[config.mk]
export PLATFORM = sky130hd
export DESIGN_NAME = modbus_rtu_response_receiver_top
export DESIGN_NICKNAME = d
export VERILOG_FILES = /design/src/rtl/mbrx_pkg.sv /design/src/rtl/mbrx_ctrl.sv /design/src/rtl/mbrx_dpath.sv /design/src/rtl/modbus_rtu_response_receiver_top.sv
export SDC_FILE = /design/constraint.sdc
export NUM_CORES = 1
export LEC_CHECK = 0
export ABC_AREA = 1
export BUFFER_PORTS_ARGS = -buffer_cell sky130_fd_sc_hd__buf_2
export CAP_MARGIN = 20
export CORE_MARGIN = 2
export CORE_UTILIZATION = 56
export CTS_CLUSTER_DIAMETER = 80
export DETAILED_ROUTE_END_ITERATION = 8
export GPL_TIMING_DRIVEN = 0
export PLACE_DENSITY = 0.8
export SLEW_MARGIN = 40
export SYNTH_ARGS = -nofsm -noshare
export SYNTH_HDL_FRONTEND = slang
export SYNTH_SLANG_ARGS = --single-unit
[constraint.sdc]
create_clock -name clk -period 5.2 [get_ports clk]
set_clock_uncertainty 0.2 [all_clocks]
set_input_delay 1.3 -clock clk [delete_from_list [all_inputs] [get_ports clk]]
set_output_delay 1.3 -clock clk [all_outputs]
set_load 0.005 [all_outputs]
[src/rtl/mbrx_pkg.sv]
`timescale 1ns / 1ps

package mbrx_pkg;

    // Input item operations
    localparam logic [1:0] OP_START = 2'd0;
    localparam logic [1:0] OP_BYTE  = 2'd1;
    localparam logic [1:0] OP_TICK  = 2'd2;

    // Result kinds
    localparam logic [2:0] KIND_WORD     = 3'd0;
    localparam logic [2:0] KIND_OK       = 3'd1;
    localparam logic [2:0] KIND_CRC      = 3'd2;
    localparam logic [2:0] KIND_EXC      = 3'd3;
    localparam logic [2:0] KIND_TIMEOUT  = 3'd4;
    localparam logic [2:0] KIND_OVERFLOW = 3'd5;

    // Function codes and CRC-16/MODBUS constants
    localparam logic [7:0]  FUNC_READ   = 8'h03;
    localparam logic [7:0]  FUNC_WRITE1 = 8'h06;
    localparam logic [15:0] CRC_INIT    = 16'hFFFF;
    localparam logic [15:0] CRC_POLY    = 16'hA001;

    // Fixed frame lengths
    localparam logic [8:0] LEN_WRITE1 = 9'd8;
    localparam logic [8:0] LEN_EXC    = 9'd5;
    localparam logic [8:0] LEN_READ_EXTRA = 9'd5;

    typedef struct packed {
        logic [1:0] op;
        logic [7:0] expect_slave;
        logic [6:0] expect_func;
        logic [7:0] rx_byte;
        logic [7:0] tick_units;
    } in_item_t;

    typedef struct packed {
        logic [2:0]  kind;
        logic [15:0] word_value;
        logic [4:0]  word_index;
        logic [7:0]  exception_code;
        logic [7:0]  func_code;
        logic        last;
    } out_item_t;

    typedef enum logic [2:0] {
        ST_IDLE,
        ST_EXEC,
        ST_CRC2,
        ST_RD,
        ST_WORD,
        ST_STAT
    } state_t;

    // Controller to datapath
    typedef struct packed {
        logic load;
        logic exec;
        logic crc2;
        logic rd;
        logic put_word;
        logic put_status;
    } ctrl_cmd_t;

    // Datapath to controller
    typedef struct packed {
        logic need_crc2;
        logic has_status;
        logic has_words;
        logic out_free;
        logic last_word;
    } dp_stat_t;

endpackage

[src/rtl/mbrx_ctrl.sv]
`timescale 1ns / 1ps

module mbrx_ctrl
    import mbrx_pkg::*;
(
    input  logic      clk,
    input  logic      rst_n,
    input  logic      in_valid,
    output logic      in_ready,
    input  dp_stat_t  stat,
    output ctrl_cmd_t cmd
);

    state_t state_reg;
    state_t state_next;

    // State register
    always_ff @(posedge clk or negedge rst_n)
    begin
        if (!rst_n)
        begin
            state_reg <= ST_IDLE;
        end
        else
        begin
            state_reg <= state_next;
        end
    end

    // Next state
    always_comb
    begin
        state_next = state_reg;
        unique case (state_reg)
            ST_IDLE:
            begin
                if (in_valid)
                begin
                    state_next = ST_EXEC;
                end
            end
            ST_EXEC:
            begin
                if (stat.need_crc2)
                begin
                    state_next = ST_CRC2;
                end
                else if (stat.has_words)
                begin
                    state_next = ST_RD;
                end
                else if (stat.has_status)
                begin
                    state_next = ST_STAT;
                end
                else
                begin
                    state_next = ST_IDLE;
                end
            end
            ST_CRC2:
            begin
                state_next = ST_IDLE;
            end
            ST_RD:
            begin
                state_next = ST_WORD;
            end
            ST_WORD:
            begin
                if (stat.out_free)
                begin
                    state_next = stat.last_word ? ST_STAT : ST_RD;
                end
            end
            ST_STAT:
            begin
                if (stat.out_free)
                begin
                    state_next = ST_IDLE;
                end
            end
            default:
            begin
                state_next = ST_IDLE;
            end
        endcase
    end

    // Commands
    always_comb
    begin
        in_ready = 1'b0;
        cmd      = '0;
        unique case (state_reg)
            ST_IDLE:
            begin
                in_ready = 1'b1;
                cmd.load = in_valid;
            end
            ST_EXEC:
            begin
                cmd.exec = 1'b1;
            end
            ST_CRC2:
            begin
                cmd.crc2 = 1'b1;
            end
            ST_RD:
            begin
                cmd.rd = 1'b1;
            end
            ST_WORD:
            begin
                cmd.put_word = stat.out_free;
            end
            ST_STAT:
            begin
                cmd.put_status = stat.out_free;
            end
            default:
            begin
                in_ready = 1'b0;
            end
        endcase
    end

endmodule

[src/rtl/mbrx_dpath.sv]
`timescale 1ns / 1ps

module mbrx_dpath
    import mbrx_pkg::*;
#(
    parameter int MAX_REGS = 32
)
(
    input  logic        clk,
    input  logic        rst_n,
    input  in_item_t    in_item,
    input  ctrl_cmd_t   cmd,
    input  logic        out_ready,
    input  logic [15:0] response_timeout,
    input  logic        word_order,
    output dp_stat_t    stat,
    output logic        out_valid,
    output out_item_t   out_item
);

    localparam int AW = (MAX_REGS > 1) ? $clog2(MAX_REGS) : 1;
    localparam int CW = $clog2(MAX_REGS + 1);
    localparam logic [8:0] MAX_BYTES = 9'(2 * MAX_REGS);
    localparam logic [8:0] CAPACITY  = 9'(2 * MAX_REGS + 5);
    localparam logic [7:0] REG_LIMIT = 8'(MAX_REGS);

    function automatic logic [15:0] crc_step(input logic [15:0] crc_in, input logic [7:0] data);
        logic [15:0] c;
        c = crc_in ^ {8'h00, data};
        for (int i = 0; i < 8; i++)
        begin
            c = c[0] ? ((c >> 1) ^ CRC_POLY) : (c >> 1);
        end
        return c;
    endfunction

    // Item register
    in_item_t item_reg;

    // Frame state
    logic        armed_reg, armed_next;
    logic        aligned_reg, aligned_next;
    logic [7:0]  want_slave_reg, want_slave_next;
    logic [6:0]  want_func_reg, want_func_next;
    logic [7:0]  prev_reg, prev_next;
    logic        have_prev_reg, have_prev_next;
    logic [8:0]  byte_count_reg, byte_count_next;
    logic [8:0]  frame_len_reg, frame_len_next;
    logic [7:0]  got_func_reg, got_func_next;
    logic [7:0]  third_reg, third_next;
    logic [15:0] crc_reg, crc_next;
    logic [15:0] tail_reg, tail_next;
    logic [16:0] elapsed_reg, elapsed_next;
    logic [7:0]  half_reg, half_next;
    logic [2:0]  res_kind_reg, res_kind_next;
    logic [CW-1:0] idx_reg;

    // Word store
    logic [15:0] word_mem [MAX_REGS];
    logic [15:0] rd_data_reg;
    logic        mem_we;
    logic [AW-1:0] mem_waddr;
    logic [15:0] mem_wdata;

    // Output register
    logic      out_valid_reg;
    out_item_t out_item_reg;

    // Combinational helpers
    logic [15:0] crc_in;
    logic [7:0]  crc_dat;
    logic [15:0] crc_out;
    logic [7:0]  b;
    logic [8:0]  p;
    logic [9:0]  p_plus2;
    logic [8:0]  bc_inc;
    logic [8:0]  off;
    logic [7:0]  off_half;
    logic [8:0]  fl_eff;
    logic        ovf;
    logic [17:0] tick_sum;
    logic [16:0] elapsed_sat;
    logic [7:0]  idx_inc;
    logic        need_crc2;
    logic        has_status;
    logic        has_words;

    // Shared CRC unit: header pair takes two passes, other bytes one
    assign crc_in  = (cmd.crc2 || aligned_reg) ? crc_reg : CRC_INIT;
    assign crc_dat = (cmd.crc2 || aligned_reg) ? item_reg.rx_byte : prev_reg;
    assign crc_out = crc_step(crc_in, crc_dat);

    assign b        = item_reg.rx_byte;
    assign p        = byte_count_reg;
    assign p_plus2  = {1'b0, p} + 10'd2;
    assign bc_inc   = p + 9'd1;
    assign off      = p - 9'd3;
    assign off_half = off[8:1];
    assign tick_sum = {1'b0, elapsed_reg} + {10'd0, item_reg.tick_units};
    assign elapsed_sat = tick_sum[17] ? 17'h1FFFF : tick_sum[16:0];

    // Execute one item against the frame state
    always_comb
    begin
        armed_next      = armed_reg;
        aligned_next    = aligned_reg;
        want_slave_next = want_slave_reg;
        want_func_next  = want_func_reg;
        prev_next       = prev_reg;
        have_prev_next  = have_prev_reg;
        byte_count_next = byte_count_reg;
        frame_len_next  = frame_len_reg;
        got_func_next   = got_func_reg;
        third_next      = third_reg;
        crc_next        = crc_reg;
        tail_next       = tail_reg;
        elapsed_next    = elapsed_reg;
        half_next       = half_reg;
        res_kind_next   = res_kind_reg;
        need_crc2       = 1'b0;
        has_status      = 1'b0;
        has_words       = 1'b0;
        mem_we          = 1'b0;
        mem_wdata       = word_order ? {b, half_reg} : {half_reg, b};
        mem_waddr       = off_half[AW-1:0];
        fl_eff          = frame_len_reg;
        ovf             = 1'b0;

        case (item_reg.op)
            OP_START:
            begin
                // Re-arm and drop any frame in progress
                armed_next      = 1'b1;
                aligned_next    = 1'b0;
                want_slave_next = item_reg.expect_slave;
                want_func_next  = item_reg.expect_func;
                prev_next       = 8'd0;
                have_prev_next  = 1'b0;
                byte_count_next = 9'd0;
                frame_len_next  = 9'd0;
                got_func_next   = 8'd0;
                third_next      = 8'd0;
                crc_next        = CRC_INIT;
                tail_next       = 16'd0;
                elapsed_next    = 17'd0;
                half_next       = 8'd0;
            end
            OP_BYTE:
            begin
                if (armed_reg && !aligned_reg)
                begin
                    // Hunt for the slave / function header pair
                    if (have_prev_reg && prev_reg == want_slave_reg && b[6:0] == want_func_reg)
                    begin
                        aligned_next    = 1'b1;
                        got_func_next   = b;
                        crc_next        = crc_out;
                        need_crc2       = 1'b1;
                        byte_count_next = 9'd2;
                        if (b == FUNC_WRITE1)
                        begin
                            frame_len_next = LEN_WRITE1;
                        end
                        else if (b[7])
                        begin
                            frame_len_next = LEN_EXC;
                        end
                        else
                        begin
                            frame_len_next = 9'd0;
                        end
                    end
                    else
                    begin
                        prev_next      = b;
                        have_prev_next = 1'b1;
                    end
                end
                else if (armed_reg)
                begin
                    byte_count_next = bc_inc;
                    if (frame_len_reg != 9'd0 && p_plus2 >= {1'b0, frame_len_reg})
                    begin
                        // Trailing CRC, low byte first
                        if (p_plus2 == {1'b0, frame_len_reg})
                        begin
                            tail_next = {8'd0, b};
                        end
                        else
                        begin
                            tail_next = {b, tail_reg[7:0]};
                        end
                    end
                    else
                    begin
                        crc_next = crc_out;
                        if (p == 9'd2)
                        begin
                            third_next = b;
                            if (got_func_reg == FUNC_READ)
                            begin
                                if ({1'b0, b} > MAX_BYTES)
                                begin
                                    ovf = 1'b1;
                                end
                                else
                                begin
                                    fl_eff = {1'b0, b} + LEN_READ_EXTRA;
                                end
                            end
                        end
                        else if (got_func_reg == FUNC_READ && p >= 9'd3)
                        begin
                            // Pair data bytes into register words
                            if (!off[0])
                            begin
                                half_next = b;
                            end
                            else if (off_half < REG_LIMIT)
                            begin
                                mem_we = 1'b1;
                            end
                        end
                    end
                    frame_len_next = fl_eff;

                    if (ovf)
                    begin
                        armed_next    = 1'b0;
                        has_status    = 1'b1;
                        res_kind_next = KIND_OVERFLOW;
                    end
                    else if (fl_eff == 9'd0)
                    begin
                        if (bc_inc >= CAPACITY)
                        begin
                            armed_next    = 1'b0;
                            has_status    = 1'b1;
                            res_kind_next = KIND_OVERFLOW;
                        end
                    end
                    else if (bc_inc >= fl_eff)
                    begin
                        // Frame complete: check CRC and classify
                        armed_next = 1'b0;
                        has_status = 1'b1;
                        if (crc_reg != tail_next)
                        begin
                            res_kind_next = KIND_CRC;
                        end
                        else if (got_func_reg[7])
                        begin
                            res_kind_next = KIND_EXC;
                        end
                        else
                        begin
                            res_kind_next = KIND_OK;
                            has_words = (got_func_reg == FUNC_READ) && (third_next[7:1] != 7'd0);
                        end
                    end
                end
            end
            OP_TICK:
            begin
                if (armed_reg)
                begin
                    elapsed_next = elapsed_sat;
                    if (elapsed_sat > {1'b0, response_timeout})
                    begin
                        armed_next    = 1'b0;
                        has_status    = 1'b1;
                        res_kind_next = KIND_TIMEOUT;
                    end
                end
            end
            default:
            begin
                need_crc2 = 1'b0;
            end
        endcase
    end

    // Hold the item
    always_ff @(posedge clk)
    begin
        if (cmd.load)
        begin
            item_reg <= in_item;
        end
    end

    // Frame state registers
    always_ff @(posedge clk or negedge rst_n)
    begin
        if (!rst_n)
        begin
            armed_reg      <= 1'b0;
            aligned_reg    <= 1'b0;
            want_slave_reg <= 8'd0;
            want_func_reg  <= 7'd0;
            prev_reg       <= 8'd0;
            have_prev_reg  <= 1'b0;
            byte_count_reg <= 9'd0;
            frame_len_reg  <= 9'd0;
            got_func_reg   <= 8'd0;
            third_reg      <= 8'd0;
            crc_reg        <= CRC_INIT;
            tail_reg       <= 16'd0;
            elapsed_reg    <= 17'd0;
            half_reg       <= 8'd0;
            res_kind_reg   <= KIND_OK;
            idx_reg        <= '0;
        end
        else
        begin
            if (cmd.exec)
            begin
                armed_reg      <= armed_next;
                aligned_reg    <= aligned_next;
                want_slave_reg <= want_slave_next;
                want_func_reg  <= want_func_next;
                prev_reg       <= prev_next;
                have_prev_reg  <= have_prev_next;
                byte_count_reg <= byte_count_next;
                frame_len_reg  <= frame_len_next;
                got_func_reg   <= got_func_next;
                third_reg      <= third_next;
                crc_reg        <= crc_next;
                tail_reg       <= tail_next;
                elapsed_reg    <= elapsed_next;
                half_reg       <= half_next;
                res_kind_reg   <= res_kind_next;
                idx_reg        <= '0;
            end
            else if (cmd.crc2)
            begin
                crc_reg <= crc_out;
            end
            else if (cmd.put_word)
            begin
                idx_reg <= idx_reg + 1'b1;
            end
        end
    end

    // Word store: one write port, registered read
    always_ff @(posedge clk)
    begin
        if (cmd.exec && mem_we)
        begin
            word_mem[mem_waddr] <= mem_wdata;
        end
        if (cmd.rd)
        begin
            rd_data_reg <= word_mem[idx_reg[AW-1:0]];
        end
    end

    // Output word register
    always_ff @(posedge clk or negedge rst_n)
    begin
        if (!rst_n)
        begin
            out_valid_reg <= 1'b0;
        end
        else if (cmd.put_word || cmd.put_status)
        begin
            out_valid_reg <= 1'b1;
        end
        else if (out_ready)
        begin
            out_valid_reg <= 1'b0;
        end
    end

    always_ff @(posedge clk)
    begin
        if (cmd.put_word)
        begin
            out_item_reg.kind           <= KIND_WORD;
            out_item_reg.word_value     <= rd_data_reg;
            out_item_reg.word_index     <= 5'(idx_reg);
            out_item_reg.exception_code <= 8'd0;
            out_item_reg.func_code      <= got_func_reg;
            out_item_reg.last           <= 1'b0;
        end
        else if (cmd.put_status)
        begin
            out_item_reg.kind           <= res_kind_reg;
            out_item_reg.word_value     <= 16'd0;
            out_item_reg.word_index     <= 5'd0;
            out_item_reg.exception_code <= (res_kind_reg == KIND_EXC) ? third_reg : 8'd0;
            out_item_reg.func_code      <= got_func_reg;
            out_item_reg.last           <= 1'b1;
        end
    end

    // Status to controller
    assign idx_inc = 8'(idx_reg) + 8'd1;

    assign stat.need_crc2  = need_crc2;
    assign stat.has_status = has_status;
    assign stat.has_words  = has_words;
    assign stat.out_free   = !out_valid_reg || out_ready;
    assign stat.last_word  = idx_inc >= {1'b0, third_reg[7:1]};

    assign out_valid = out_valid_reg;
    assign out_item  = out_item_reg;

endmodule

[src/rtl/modbus_rtu_response_receiver_top.sv]
`timescale 1ns / 1ps

// Modbus RTU response receiver. A start word arms the block with the expected slave address
// and function code; received-byte words are searched for that header pair, the frame is
// checked with CRC-16/MODBUS against its trailing CRC (low byte first), and register words of
// a good read frame are emitted, their byte order set by word_order, followed by one status
// word (ok, CRC error, exception, timeout or overflow) carrying last. Tick words advance a
// response timer compared with response_timeout. One input word is handled at a time; each
// register word is read from the word store, whose read data is registered before it reaches
// the output register, and a waiting result holds the block until out_ready takes it. The
// word store holds MAX_REGS entries.
module modbus_rtu_response_receiver_top
    import mbrx_pkg::*;
#(
    parameter int MAX_REGS = 32
)
(
    input  logic        clk,
    input  logic        rst_n,
    input  logic        in_valid,
    output logic        in_ready,
    input  in_item_t    in_item,
    output logic        out_valid,
    input  logic        out_ready,
    output out_item_t   out_item,
    input  logic        psel,
    input  logic        penable,
    input  logic        pwrite,
    input  logic [2:0]  paddr,
    input  logic [31:0] pwdata,
    output logic [31:0] prdata,
    output logic        pready
);

    localparam logic REG_TIMEOUT = 1'b0;
    localparam logic REG_ORDER   = 1'b1;

    logic [15:0] timeout_reg;
    logic        order_reg;
    logic        cfg_write;
    ctrl_cmd_t   cmd;
    dp_stat_t    stat;

    assign pready    = 1'b1;
    assign cfg_write = psel && penable && pwrite;

    // Configuration registers
    always_ff @(posedge clk or negedge rst_n)
    begin
        if (!rst_n)
        begin
            timeout_reg <= 16'd1000;
            order_reg   <= 1'b0;
        end
        else if (cfg_write)
        begin
            unique case (paddr[2])
                REG_TIMEOUT: timeout_reg <= pwdata[15:0];
                REG_ORDER:   order_reg   <= pwdata[0];
                default:     order_reg   <= order_reg;
            endcase
        end
    end

    // Register read-back
    always_comb
    begin
        unique case (paddr[2])
            REG_TIMEOUT: prdata = {16'd0, timeout_reg};
            REG_ORDER:   prdata = {31'd0, order_reg};
            default:     prdata = 32'd0;
        endcase
    end

    mbrx_ctrl u_ctrl (
        .clk      (clk),
        .rst_n    (rst_n),
        .in_valid (in_valid),
        .in_ready (in_ready),
        .stat     (stat),
        .cmd      (cmd)
    );

    mbrx_dpath #(
        .MAX_REGS (MAX_REGS)
    ) u_dpath (
        .clk              (clk),
        .rst_n            (rst_n),
        .in_item          (in_item),
        .cmd              (cmd),
        .out_ready        (out_ready),
        .response_timeout (timeout_reg),
        .word_order       (order_reg),
        .stat             (stat),
        .out_valid        (out_valid),
        .out_item         (out_item)
    );

`ifndef SYNTH
    // Register words never close a run
    assert property (@(posedge clk) disable iff (!rst_n)
        out_valid && out_item.kind == KIND_WORD |-> !out_item.last)
        else $error("register word flagged as last");

    // Every status word closes its run
    assert property (@(posedge clk) disable iff (!rst_n)
        out_valid && out_item.kind != KIND_WORD |-> out_item.last)
        else $error("status word without last");

    // An accepted word is worked on before the next is taken
    assert property (@(posedge clk) disable iff (!rst_n)
        in_valid && in_ready |=> !in_ready)
        else $error("input taken on consecutive cycles");
`endif

endmodule

# Word level (Yosys, flattened, before mapping)
# Memories as Yosys holds them, arrays and structs flattened. A register that Yosys moved wholly into a read port is not among the register bits.
# Cells that the tools add are included.
[word_totals]
mem_count = 1
ram_bits = 512
word_cells = 293
in_bits = 75
output_inout_bits = 76
reg_bits = 221
[classes]
mux = 154
bitwise_logic = 10
magnitude_cmp = 8
n_eq_ne = 39
n_reduce_logical = 42
addsub = 7
[mem_list]
columns = ["memory", "words", "word_bits", "rd", "rd_ports_with_merged_regs", "wr", "line_no", "rtl"]
rows = [
  ["u_dpath.word_mem", 32, 16, 1, 1, 1, "mbrx_dpath.sv:59", "logic [15:0] word_mem [MAX_REGS];"],
]
[ops]
columns = ["operator", "count"]
rows = [
  ["$mux W16", 23],
  ["$mux W8", 19],
  ["$mux W9", 14],
  ["$mux W38", 2],
  ["$pmux W16 S2", 2],
  ["$pmux W32 S2", 1],
  ["$pmux W8 S2", 4],
  ["$mux W1", 57],
  ["$mux W3", 17],
  ["$pmux W9 S2", 2],
  ["$mux W17", 2],
  ["$pmux W17 S2", 1],
  ["$not A2 Y3", 8],
  ["$ne A2 B1 Y1 const B", 10],
  ["$add A17 B8 Y18", 1],
  ["$mux W6", 3],
  ["$gt A17 B16 Y1", 1],
  ["$ne A16 B16 Y1", 1],
  ["$reduce_and A4 Y1", 4],
  ["$reduce_and A8 Y1", 2],
  ["$xor A16 B8 Y16", 1],
  ["$pmux W3 S5", 1],
  ["$reduce_bool A2 Y1", 7],
  ["$ne A2 B2 Y1 const B", 6],
  ["other kinds (47)", 71],
]

# Longest topological paths before layout
[logic_depth]
word_depth = 26
ltp_mapped = 35
mapped_depth_nobuf = 34

# Cells and area by module
# From an unflattened synthesis, not the netlist that was laid out.
[hier_totals]
cells_unflattened = 3183
area_unflattened_um2 = 33588.5
[modules_own_cells]
columns = ["module", "n_inst", "seq_area_each_um2", "area_each_um2", "cells_each"]
rows = [
  ["mbrx_dpath", 1, 21156.5, 32296.0, 3012],
  ["modbus_rtu_response_receiver_top", 1, 432.9, 1029.7, 131],
  ["mbrx_ctrl", 1, 75.1, 262.8, 40],
]

# Worst setup path after synthesis
# Ideal clock, no wire load.
[synth_timing]
path_kind = "register to register"
startpoint = "reg u_dpath.byte_count_reg[2]"
endpoint = "mem u_dpath.word_mem[0][0], enable pin"
required_ns = 4.612
path_buffers = 1
stages_incl_launch_ff = 18
setup_slack_ns = 1.141
setup_time_ns = 0.388
synth_period_minus_slack_ns = 4.059
arrival_ns = 3.470
path_cell_list = "dfrtp_1 > inv_1 > nor3_1 > nand2_1 > xor2_1 > ha_1 > nand3_1 > nor2_1 > nand3_1 > nand3_2 > nand2_2 > inv_2 > buf_6 > nor2_1 > o41ai_1 > a2111oi_4 > nand4_1 > nor2_1"
[synth_between]
elab_chain_len = 13
elab_cells_between_ends = 19
cone_classes = "add/sub: 2; order compare: 3; eq/ne: 1; mux: 10; reduce/logical: 3"
[synth_lines]
columns = ["item", "line_no", "rtl"]
rows = [
  ["from (decl)", "mbrx_dpath.sv:47", "logic [8:0] byte_count_reg, byte_count_next;"],
  ["from (signal assigned)", "mbrx_dpath.sv:324", "byte_count_reg <= byte_count_next;"],
  ["$sub A9 B2 Y9", "mbrx_dpath.sv:97", "assign off = p - 9'd3;"],
  ["$lt A8 B6 Y1", "mbrx_dpath.sv:219", "else if (off_half < REG_LIMIT)"],
  ["$mux W1", "mbrx_dpath.sv:219", ""],
  ["$mux W1", "mbrx_dpath.sv:215", "if (!off[0])"],
  ["$mux W1", "mbrx_dpath.sv:212", "else if (got_func_reg == FUNC_READ && p >= 9'd3)"],
  ["$mux W1", "mbrx_dpath.sv:197", "if (p == 9'd2)"],
  ["$mux W1", "mbrx_dpath.sv:182", "if (frame_len_reg != 9'd0 && p_plus2 >= {1'b0, frame_len_reg})"],
  ["$mux W1", "mbrx_dpath.sv:179", "else if (armed_reg)"],
  ["$mux W1", "mbrx_dpath.sv:150", "if (armed_reg && !aligned_reg)"],
  ["$mux W1", "mbrx_dpath.sv:129", "case (item_reg.op)"],
  ["$logic_and A1 B1 Y1", "mbrx_dpath.sv:349", "if (cmd.exec && mem_we)"],
  ["$mux W1", "mbrx_dpath.sv:349", ""],
  ["$mux W1 (implied by the code)", "mbrx_dpath.sv:351", "word_mem[mem_waddr] <= mem_wdata;"],
  ["to (decl)", "mbrx_dpath.sv:59", ""],
]
# Parallel ways exist; a longest one is shown, timed or not.

# Worst setup path in the final report
[layout_timing]
startpoint = "reg u_dpath.byte_count_reg[2]"
endpoint = "mem u_dpath.word_mem[14][11], enable pin"
# Same word-level chain as after synthesis.

==> flow_summary_export.csv <==
group,metric,value,unit
sta,max_freq,196,MHz
logic_synthesis,yosysUniqueCellTypes,57,
place,place_congestion,1.04,
routing,wl,99300,um
place,dp_hpwl,67500,um
routing,post-route-drc-count,0,
critical_path,rr_endpoint,"u_dpath.word_mem[14][11]",
cts,ctsHtreeMaxLevel,3,
routing,first_pass_iters,9,
cts,cts.sinks,749,
job,maxCapViolCount,0,
critical_path,critPathCapture,"u_dpath.word_mem[14][11]",
routing,wire_per_inst,23.9,um
sta,hold_viol,0,
place,dp_slack,0.247,ns
global_routing,grt_pass1_wl,146000,um
sta,layout_setup_ws,0.109,ns
place,portBuffers,114,
sta,finalMaxSlewViolations,0,
logic_synthesis,synthTopCellsByArea,"edfxtp_1, dfrtp_1, o21ai_0, nor2_1, nand2_1",
critical_path,start_kind,"register",
pwr,combPwrFrac,24.4,%
critical_path,cp_num_buf_inv,3,
critical_path,critPathMaxStageDelay,0.70,ns
logic_synthesis,avgSynthCellArea,10.8,um^2
critical_path,rrSetupSlack,0.11,ns
routing,vias_per_cell,6.14,
sta,setup_viol,0,
cts,insertion_delay,0.63,ns
pwr,p_leak,14.9,nW
cells_and_area,largest_reg_flops,512,
sta,relSlewSlack,36.1,%
logic_synthesis,yosys_register_bits,749,
critical_path,worstPathMaxFanout,16,
critical_path,crit_start,"u_dpath.byte_count_reg[2]",
cts,clockRootBuffer,"clkbuf_16",
critical_path,worst_r2r_path_depth,17,
logic_synthesis,synth_cells,3066,
floorplan,start_util,56.4,%
floorplan,rows,89,
logic_synthesis,synth_sequential_area_ratio,65.5,%
cells_and_area,syn_to_final_growth,16.1,%
floorplan,fp.dieH,247,um
logic_synthesis,ys_warn_count,0,
critical_path,rr_startpoint,"u_dpath.byte_count_reg[2]",
logic_synthesis,synthArstFlopShare,19.6,%
routing,vias,25500,
cts,cts_buffers,76,
cells_and_area,final_cell_mix,"edfxtp_1, nor2_1, nand2_1",
cts,clk_pin_slew,0.06,ns
floorplan,die_w,247,um
pwr,pwr-share-seq,44.7,%
sta,tightestPinTransition,0.958,ns
logic_synthesis,synth_edf_count,590,
global_routing,antenna_found_initial,3,
sta,period_share,97.9,%
sta,min_period,5.09,ns
critical_path,crit_chain,"inv_1 -> nor3_1 -> nand2_1 -> xor2_1 -> ha_1 -> nand3_1 -> nor2_1 -> nand3_1 -> nand3_2 -> nand2_2 -> inv_2 -> buf_6 -> nor2_1 -> o41ai_1 -> a2111oi_4 -> nand4_1 -> nor2_4",
hold_path,min-delay-start,"u_dpath.item_reg[25]",
cells_and_area,final_layout_size_suffix_gt1_share,12.5,%
pwr,power_frac_clock,30.8,%
floorplan,core_area,58700,um^2
routing,ant_nets,0,
cells_and_area,final_common_cell,"edfxtp_1",
critical_path,cpLargestDelayFamily,"simple AND/OR/NAND/NOR gates",
critical_path,slowest_stage,"nor2_4",
critical_path,cp.arrival,5.15,ns
global_routing,overflow,0,
logic_synthesis,syn-cell-area,33100,um^2
routing,drt-initial-drc-count,3803,
global_routing,grtUsageTotal,32.4,%
logic_synthesis,synth_top_cell_by_area,"edfxtp_1",
cells_and_area,fin_util,65.5,%
cts,ctsHoldBuffers,0,
cts,clockBufferDepth,3,
critical_path,end_kind,"register",
critical_path,worstSetupPathType,"register to register",
status,status,"complete, no violations",
pwr,switching_power,5.46,mW
floorplan,boundaryPins,151,
logic_synthesis,yosysTopAreaCellShare,53.5,%
global_routing,first_global_vias,24400,
global_routing,grt_max_degree,69,
pwr,switching_share,32.3,%
floorplan,fp.dieArea,61000,um^2
pwr,ir_worst_vdd,0.393,mV
critical_path,crit_cells,17,
logic_synthesis,synth_top_flop_cell,"edfxtp_1",
cells_and_area,nets,3464,
pwr,p_int,11.5,mW
cts,cts_tree,"built",
pwr,power_density,441,nW/um^2
critical_path,cp.required,5.26,ns
hold_path,hp-class,"register to register",
[layer usage]
metal / share of wire [%] / track usage [%] / vias up / wire, um
li1: - / - / 11200 / -
met3: 11 / 5.60 / 379 / 11200
met1: 36 / 42.5 / 12100 / 36000
met2: 46 / 51.5 / 1820 / 45700
met5: 0.011 / 0 / - / 11
met4: 6.4 / 18.1 / 2 / 6310
[kinds of logic after synthesis]
| group | share of synthesized area, % |
|---|---|
| buffers and inverters | 5.38 |
| xor gates and xnor gates | 1.46 |
| DFF | 65.5 |
| AOI/OAI and AO/OA | 11.9 |
| other | 0.0227 |
| and+or+nand+nor | 13.3 |
| adders and majority gates | 2.41 |
[what timing repair did]
action / 4_1_cts / 5_1_grt
setup endpoints to repair: 0 / 201
gates resized for setup: 0 / 0
buffers inserted: 0 / 16
[cell type report]
| class | count | area (um^2) |
|---|---|---|
| sequential | 749 | 21700 |
| fill | 4232 | 20300 |
| multi-input combinational | 1891 | 10100 |
| clock buffer | 97 | 2020 |
| timing repair buffer | 167 | 1530 |
| inverter | 276 | 1040 |
| tap | 773 | 967 |
| buffer | 165 | 744 |
| clock inverter | 37 | 299 |
| antenna | 2 | 5.00 |
[worst min-delay path by stage]
| stage | endpoint | slack [ns] | depth (start not counted) |
|---|---|---|---|
| 2_1_floorplan | u_dpath.want_func_reg[3] | 0.23 | 2 |
| 3_3_place_gp | u_dpath.want_slave_reg[3] | 0.23 | 2 |
| 4_1_cts | u_dpath.want_slave_reg[2] | 0.25 | 2 |
| 3_5_place_dp | u_dpath.want_slave_reg[2] | 0.23 | 2 |
| 6_report | u_dpath.want_slave_reg[2] | 0.24 | 2 |
| 5_1_grt | u_dpath.want_func_reg[6] | 0.27 | 2 |
[synth_stat cells, drive strengths merged, types with 5 or more instances]
cell	instances
dfxtp	12
nor2	465
nand4	48
ha	62
clkinv	5
o211ai	28
xor2	43
nor3	18
a21oi	53
or2	8
nand2	433
dfrtp	124
xnor2	12
o22ai	123
o221ai	44
a22o	9
inv	271
nand3	88
clkbuf	118
edfxtp	590
buf	47
dfstp	23
o21ai	403
[power by group through the flow]
stage                     Sequential (mW)  Combinational [mW]  Clock (mW)
after global placement               7.76                3.54           0
after global routing                 7.61                4.48        5.45
after CTS                            7.56                4.02        5.21
after floorplan                      7.61                2.49           0
final                                7.57                4.14        5.22
after detailed placement             7.67                3.98           0
[worst min-delay path, cell delays in order (launching register included)]
cell and delay (ns):
edfxtp_1 0.31, nand2_1 0.05, nand2_1 0.05
[through the flow]
stage	hold slack [ns]	total power, mW	TNS, ns	instances	instance area [um^2]
after floorplan	0.225	10.1	0	3081	33100
after global placement	0.229	11.3	-103.85	3968	34700
after detailed placement	0.232	11.7	0	4005	35800
after CTS	0.245	16.8	0	4139	38100
after global routing	0.265	17.5	-2.72	4157	38400
final	0.244	16.9	0	4157	38400
Power figures use the tool's default switching activity.
